[src/hw/rtl/d2cm_pkg.sv]
package d2cm_pkg;

	localparam int DEPTH_BITS_DEF = 16;
	localparam int LATENCY = 5;

	localparam int CFG_IDX_W = 2;
	localparam logic [CFG_IDX_W-1:0] CFG_MODE = 2'd0;
	localparam logic [CFG_IDX_W-1:0] CFG_FLOOR = 2'd1;
	localparam logic [CFG_IDX_W-1:0] CFG_RECIP = 2'd2;

	localparam logic MODE_GRAY = 1'b0;
	localparam logic MODE_COLOR = 1'b1;

	localparam logic [15:0] FLOOR_RST = 16'd0;
	localparam logic [31:0] RECIP_RST = 32'd65536;

	typedef logic [2:0][7:0] rgb_t;

	// seven-entry gradient, channel 2 is red, 1 green, 0 blue
	function automatic rgb_t grad_color(input logic [2:0] idx);
		rgb_t c;
		case (idx)
			3'd0: c = {8'h77, 8'h00, 8'h00};
			3'd1: c = {8'hFF, 8'h00, 8'h00};
			3'd2: c = {8'hF0, 8'hF0, 8'h00};
			3'd3: c = {8'h00, 8'hFF, 8'h00};
			3'd4: c = {8'h00, 8'h00, 8'hFF};
			3'd5: c = {8'h00, 8'h00, 8'h77};
			default: c = {8'h00, 8'h00, 8'h00};
		endcase
		return c;
	endfunction

endpackage

[src/hw/rtl/depth_to_color_map.sv]
// depth to color map: one depth sample in, one rgb pixel out
//
// input: an item is taken on each rising edge with start high; busy is
// always low, so a new sample may enter in every cycle
// output: red/green/blue are shown for exactly one cycle with done high,
// once the sample has passed the stages listed below; one pixel per sample, in
// order, at a sustained rate of one pixel per clock
// stages: subtract/compare, 32-bit reciprocal multiply, saturate and
// scale, gradient lookup with blend multiplies, final add and select
// configuration: cfg_valid/cfg_ready channel (ready always high) writing
// mode, depth floor or depth_reciprocal by cfg_index; other indexes are
// ignored; write only while no sample is in flight
// reset: arst_n clears the pipeline valid bits and loads mode gray,
// depth floor 0 and depth_reciprocal 65536; samples in flight are dropped
// the receiver cannot stall, so done is never held back
module depth_to_color_map
	import d2cm_pkg::*;
#(
	parameter int DEPTH_BITS = DEPTH_BITS_DEF
) (
	input  logic                  clk,
	input  logic                  arst_n,
	input  logic                  start,
	output logic                  busy,
	input  logic [DEPTH_BITS-1:0] depth,
	input  logic                  cfg_valid,
	output logic                  cfg_ready,
	input  logic [CFG_IDX_W-1:0]  cfg_index,
	input  logic [31:0]           cfg_data,
	output logic                  done,
	output logic [7:0]            red,
	output logic [7:0]            green,
	output logic [7:0]            blue
);

	localparam int DW = (DEPTH_BITS > 16) ? DEPTH_BITS : 16;
	localparam int PW = DW + 32;

	logic        mode_q;
	logic [15:0] floor_q;
	logic [31:0] recip_q;

	logic          valid_s1, mode_s1;
	logic [DW-1:0] diff_s1;
	logic          above_s1;

	logic          valid_s2, mode_s2, above_s2;
	logic [PW-1:0] prod_s2;

	logic        valid_s3, mode_s3, above_s3;
	logic [7:0]  gray_s3;
	logic [2:0]  idx_s3;
	logic [15:0] frac_s3;

	logic        valid_s4, mode_s4, above_s4;
	logic [7:0]  gray_s4;
	logic [2:0][24:0] wa_s4;
	logic [2:0][23:0] wb_s4;

	logic       done_q;
	rgb_t       pix_q;

	logic [DW-1:0] d_ext, lo_ext;
	logic          above_c;
	logic [15:0]   t_c;
	logic [23:0]   g24_c;
	logic [18:0]   pos_c;
	rgb_t          col_a, col_b;
	logic [16:0]   wlo_c;
	rgb_t          pix_c;

	assign busy = 1'b0;
	assign cfg_ready = 1'b1;

	always_ff @(posedge clk or negedge arst_n) begin
		if (!arst_n) begin
			mode_q <= MODE_GRAY;
			floor_q <= FLOOR_RST;
			recip_q <= RECIP_RST;
		end else if (cfg_valid && cfg_ready) begin
			unique case (cfg_index)
				CFG_MODE: mode_q <= cfg_data[0];
				CFG_FLOOR: floor_q <= cfg_data[15:0];
				CFG_RECIP: recip_q <= cfg_data;
				default: ;
			endcase
		end
	end

	always_comb begin
		d_ext = DW'(depth);
		lo_ext = DW'(floor_q);
		above_c = d_ext > lo_ext;
	end

	// saturate t to Q0.16, then gray = t*255>>16 and pos = t*6
	always_comb begin
		t_c = (|prod_s2[PW-1:32]) ? 16'hFFFF : prod_s2[31:16];
		if (!above_s2)
			t_c = 16'd0;
		g24_c = {t_c, 8'd0} - {8'd0, t_c};
		pos_c = {1'b0, t_c, 2'b00} + {2'b00, t_c, 1'b0};
	end

	always_comb begin
		col_a = grad_color(idx_s3);
		col_b = grad_color(idx_s3 + 3'd1);
		wlo_c = 17'h10000 - {1'b0, frac_s3};
	end

	always_comb begin
		for (int c = 0; c < 3; c++) begin
			pix_c[c] = 8'(({1'b0, wa_s4[c]} + {2'b00, wb_s4[c]}) >> 16);
		end
		if (mode_s4 == MODE_GRAY)
			pix_c = {gray_s4, gray_s4, gray_s4};
		else if (!above_s4)
			pix_c = '0;
	end

	always_ff @(posedge clk or negedge arst_n) begin
		if (!arst_n) begin
			valid_s1 <= 1'b0;
			valid_s2 <= 1'b0;
			valid_s3 <= 1'b0;
			valid_s4 <= 1'b0;
			done_q <= 1'b0;
		end else begin
			valid_s1 <= start && !busy;
			valid_s2 <= valid_s1;
			valid_s3 <= valid_s2;
			valid_s4 <= valid_s3;
			done_q <= valid_s4;
		end
	end

	always_ff @(posedge clk) begin
		mode_s1 <= mode_q;
		above_s1 <= above_c;
		diff_s1 <= above_c ? (d_ext - lo_ext) : '0;

		mode_s2 <= mode_s1;
		above_s2 <= above_s1;
		prod_s2 <= PW'(diff_s1) * PW'(recip_q);

		mode_s3 <= mode_s2;
		above_s3 <= above_s2;
		gray_s3 <= g24_c[23:16];
		idx_s3 <= pos_c[18:16];
		frac_s3 <= pos_c[15:0];

		mode_s4 <= mode_s3;
		above_s4 <= above_s3;
		gray_s4 <= gray_s3;
		for (int c = 0; c < 3; c++) begin
			wa_s4[c] <= col_a[c] * wlo_c;
			wb_s4[c] <= col_b[c] * frac_s3;
		end

		pix_q <= pix_c;
	end

	assign done = done_q;
	assign red = pix_q[2];
	assign green = pix_q[1];
	assign blue = pix_q[0];

endmodule

[config.mk]
export PLATFORM = sky130hd
export DESIGN_NAME = depth_to_color_map
export DESIGN_NICKNAME = d
export VERILOG_FILES = /design/src/hw/rtl/d2cm_pkg.sv /design/src/hw/rtl/depth_to_color_map.sv
export SDC_FILE = /design/constraint.sdc
export NUM_CORES = 2
export LEC_CHECK = 0
export BUFFER_PORTS_ARGS = -buffer_cell sky130_fd_sc_hd__buf_4
export CAP_MARGIN = 5
export CORE_ASPECT_RATIO = 0.9
export CORE_MARGIN = 1.5
export CORE_UTILIZATION = 39
export DETAILED_ROUTE_END_ITERATION = 10
export PLACE_DENSITY = 0.5
export SYNTH_ARGS = -nofsm -noshare
export SYNTH_HDL_FRONTEND = slang
export SYNTH_SLANG_ARGS = --single-unit
[constraint.sdc]
create_clock -name clk -period 9.9 [get_ports clk]
set_input_delay 1.98 -clock clk [delete_from_list [all_inputs] [get_ports clk]]
set_output_delay 1.98 -clock clk [all_outputs]
set_load 0.005 [all_outputs]
Yosys cells after proc, flatten, opt, wreduce, memory -nomap -nowiden
Cells that the tools add are included.

word-level totals
  flip-flop bits (word level) = 329
  input port bits = 54
  output and inout bits = 27
  word-level logic and storage cells = 72

cells by class
  add/subtract/negate cells = 8
  multiply operators = 7
  $lt $le $gt $ge = 1
  equal/unequal tests = 12
  multiplexer cells = 6
  reductions and logical operators = 7

operator list
  operator                                                               number
  24-bit one-hot mux with 6 select lines                                 2
  24-bit adder                                                           3
  8-bit by 16-bit multiplier with 24-bit output                          3
  8-bit by 17-bit multiplier with 24-bit output                          3
  16-bit by 32-bit multiplier with 48-bit output                         1
  24-bit 2-to-1 mux                                                      2
  16-bit 2-to-1 mux                                                      2
  24-bit by 16-bit subtractor with 24-bit output                         1
  18-bit by 17-bit adder with 19-bit output                              1
  17-bit by 16-bit subtractor with 17-bit output (first input constant)  1
  16-bit greater-than comparator                                         1
  16-bit OR reduction                                                    1
  16-bit subtractor                                                      1
  3-bit by 2-bit == test with 1-bit output (second input constant)       4
  3-bit == test (second input constant)                                  4
  3-bit by 1-bit == test with 1-bit output (second input constant)       2
  3-bit logical NOT                                                      2
  2-bit AND reduction                                                    3
  3-bit by 1-bit adder with 3-bit output (second input constant)         1
  2-bit by 1-bit == test with 1-bit output (second input constant)       1
  2-bit == test (second input constant)                                  1
  2-bit logical NOT                                                      1

Longest topological paths before layout
  depth after elaboration = 4
  mapped depth = 30
  depth with buffers taken out = 27

Least setup slack after synthesis
OpenSTA, ideal clock, no wires.

  kind = register -> register
  start = register idx_s3[0]
  end = register wb_s4[71] (netlist name)
  library setup time = 0.072 ns
  data arrival time = 6.367 ns
  required time = 9.828 ns
  slack = 3.460 ns
  stages on the path, launching flop included = 28
  path buffers = 4
  clock period less this slack = 6.440 ns
  path through = dfxtp_1 -> clkbuf_1 -> nand2_1 -> inv_1 -> clkbuf_1 -> ha_1 -> and2_1 -> clkbuf_1 -> clkbuf_1 -> nand2_1 -> inv_1 -> nand2_1 -> fa_1 -> inv_1 -> fa_1 -> fa_1 -> fa_1 -> ha_1 -> or2_2 -> o31a_1 -> o211a_1 -> a311o_1 -> nand4_1 -> nand3_1 -> or4_1 -> a31o_1 -> a21oi_2 -> xnor2_1

on the way
  cells in the longest elaborated chain, start to end = 4
  elaborated cells between the ends (all ways) = 9
  classes of those cells = 1 x add/sub; 1 x mul; 5 x eq/ne; 1 x mux; 1 x reduce/logical

ends and longest elaborated chain
  what                                               line                       text
  start: declaration                                 depth_to_color_map.sv:52   logic [2:0] idx_s3;
  start signal: assignment                           depth_to_color_map.sv:149  idx_s3 <= pos_c[18:16];
  3-bit by 1-bit adder with 3-bit output (*)         depth_to_color_map.sv:107  col_b = grad_color(idx_s3 + 3'd1);
  3-bit == test, or another cell as far along        d2cm_pkg.sv:22             case (idx)
  24-bit one-hot mux with 6 select lines (*)         d2cm_pkg.sv:22
  8-bit by 16-bit multiplier with 24-bit output (*)  depth_to_color_map.sv:157  wb_s4[c] <= col_b[c] * frac_s3;
  end signal: indexed assignment                     depth_to_color_map.sv:157
  end: declaration                                   depth_to_color_map.sv:58   logic [2:0][23:0] wb_s4;

Mark *: on every way between the ends. The rest lies on a longest branch, timed or not.
A chain may end at the register's enable or synchronous reset.

Worst setup path in the final report
  start = register idx_s3[0]
  end = register wb_s4[46] (netlist name)

The elaborated chain is that of the path after synthesis.

==> metrics <==
outcome finished, final reports clean; Die X 366 um; most common cell after layout, fill and taps aside inv_1; sequential fraction of the synthesis area 13.8%; die span in y 330 um; Fmax achieved 127 MHz; Post-Synth Adder-Cell Area 52.1%; gr busiest metal met2; DRT iter0 DRCs 1493; Synth Register Bits 306; Area Overhead vs Synth 8.17%; Net Count, Synth 6303; minimum clock period 7.89 ns; largest buffer count on any clock path 3; Max Slew Vio Count 0; vias in the first global route 33997; final hold violation count 0; WP data required 10.36 ns; first drt pass iteration count 5; Post-CTS Hold Buffers 0; worst-skew pair later-pin latency 0.60 ns; die area 121000 sq um; Distinct cells, synth 76; initial core utilization 39.5%; Max Cap Violations 0; R2R Path End wb_s4[46]; largest net degree at the start of global routing 55; row count 119; cts bufs inserted 41; post-synthesis mux area share 1.19%; first-pass GRT wire length 188 mm; hold path depth 0; Worst Skew 0.0297 ns; grt ovf 0; wire length per cell 17.4 um; met2 Use GR 32.3%; CP Launch Type register; Detailed Place HPWL 93.6 mm; hold_sp gray_s3[1]; GPL Wtd Cong 0.846; worst hold margin 0.316 ns; commonest cells after routing, fill and taps aside 1059 x inv_1, 896 x fa_1, 570 x nand2_1; CTS Sinks 306; TNS Setup 0 ns; nets 6333; cts repair resizes 0; CTS tree yes; critical path peak fanout 27; FF-to-FF path depth 23; Worst slew margin 25.7%; Hold WC Path Type register to register; Synth warnings 0; R2R Setup Slk 2.01 ns; DRC errors left 0; GRT met3 Usage 2.31%; Avg Cell Area, Syn 9.53 sq um; Hold Crit Endpoint gray_s4[1]; setup bufs post-CTS 0; worst r2r src idx_s3[0]; crit end category register; Simple-Gate Fraction of Synth Area 12.5%; layout cells sized above 1 5.73%; CTS Root Cell clkbuf_16; Post-Route WL 113 mm; global routing usage on met1 28.5%; Slew @ Worst Pin 1.11 ns; RSZ-0062 raised after global routing no; post-route cell area 50100 sq um; vias per inst 4.81; flip-flop cell with the highest count after synthesis dfxtp_1; Syn Inst Count 4859; via count 31252; antenna violations before repair 2; Fillers 11740; fin crit share 79.7%; main combinational cell family by area after synthesis adder cells; Crit Path Class register to register; Total GRT Usage 19.7%; I/O Buffers 78; number of synthesized flops with an enable pin 0; Synth Area in XOR/XNOR 3.95%; clock-pin slew of the registers on the worst-case setup and hold paths 0.06 ns; core box area 117000 sq um; antenna-violating nets left 0; Async SR Flop Fraction 17.6%; complex-gate fraction of the synthesized area 6.70%; H-tree Lvls 2; # IOs 81; Setup violations, final 0; Worst Path Arrival 8.35 ns; Placed Area 48700 sq um; Cell Area, Synth 46300 sq um
-- worst max-delay path, cell delays in order (launching register included) --
cell	delay, ns
dfxtp_1	1.05
nand2_1	0.25
inv_1	0.38
ha_1	0.30
inv_1	0.35
nor2_1	0.87
nand2_1	0.27
nand3_1	0.15
o21ai_0	0.09
ha_1	0.22
a21o_1	0.17
fa_1	0.50
fa_1	0.57
fa_1	0.41
ha_1	0.31
a21boi_0	0.24
o21ai_0	0.14
a21boi_1	0.26
o2111ai_1	0.20
a31oi_1	0.37
a41oi_1	0.21
o21ai_0	0.20
a21oi_1	0.11
xnor2_1	0.13
-- worst max-delay path by stage --
stage          slack (ns)  cells after the start         to  startpoint
3_3_place_gp         2.09                     24  wa_s4[48]  frac_s3[1]
3_5_place_dp         2.02                     23  wb_s4[46]   idx_s3[0]
4_1_cts              1.94                     23  wb_s4[46]   idx_s3[0]
6_report             2.01                     23  wb_s4[46]   idx_s3[0]
2_1_floorplan        3.46                     27  wb_s4[71]   idx_s3[0]
5_1_grt              1.32                     23  wb_s4[46]   idx_s3[0]
-- area by class of cell --
| type | count | area, sq um | area share, % |
|---|---|---|---|
| multi-input combinational | 3354 | 35400 | 70.7 |
| sequential | 306 | 6400 | 12.8 |
| inverter | 1061 | 3980 | 7.95 |
| tap | 1573 | 1970 | 3.93 |
| clock buffer | 52 | 1120 | 2.23 |
| timing repair buffer | 125 | 938 | 1.87 |
| clock inverter | 21 | 273 | 0.545 |
| antenna | 1 | 2.50 | 0.00500 |
-- through the flow --
step	cells	worst slack (ns)	util [%]
after floorplan	4859	3.46	-
after global placement	6419	2.09	41.5
after detailed placement	6419	2.02	41.5
after CTS	6492	1.94	42.7
after global routing	6492	1.32	42.7
final	6493	2.01	42.7
-- state kept, by name, indices dropped and copies added, names as in the netlist, 3 cells and up --
signal / count
red: 8
frac_s3: 15
floor_q: 16
wb_s4: 69
gray_s3: 8
prod_s2: 32
wa_s4: 69
recip_q: 32
gray_s4: 8
diff_s1: 16
green: 8
idx_s3: 3
blue: 8
-- cell usage after synthesis, types with 12 or more instances --
master / count / area, sq um
nor2_1: 154 / 578
nand4_1: 17 / 106
a211oi_1: 16 / 120
a21o_1: 65 / 488
xnor2_1: 147 / 1290
mux2_2: 49 / 552
nor2b_1: 25 / 156
nand2b_1: 25 / 156
and3_1: 30 / 188
fa_1: 896 / 17900
a21boi_0: 12 / 90.1
a21oi_1: 132 / 661
nor3_1: 55 / 275
o21ai_0: 110 / 551
dfrtp_1: 53 / 1330
nand2_1: 570 / 2140
inv_1: 1059 / 3980
nand3_1: 41 / 205
or3_1: 20 / 125
dfxtp_1: 252 / 5040
and2_1: 248 / 1550
clkbuf_1: 133 / 499
ha_1: 494 / 6180
o21a_1: 21 / 158
xor2_1: 62 / 543
-- per-layer routing --
metal / vias up / wire length (um)
met1: 15667 / 55300
li1: 14959 / -
met3: 107 / 4420
met2: 519 / 51600
met5: - / 0
met4: 0 / 1600
-- logic make-up after synthesis --
family	count (synthesis)
adder cells (fa/ha/maj)	1390
AND/OR/NAND/NOR	1227
multiplexers	49
flip-flops	306
AO/OA/AOI/OAI	477
XOR/XNOR	209
other	2
buffers and inverters	1199
Power is not shown: default switching activity piles up to over one toggle a cycle in this logic, so the estimate is an artifact.
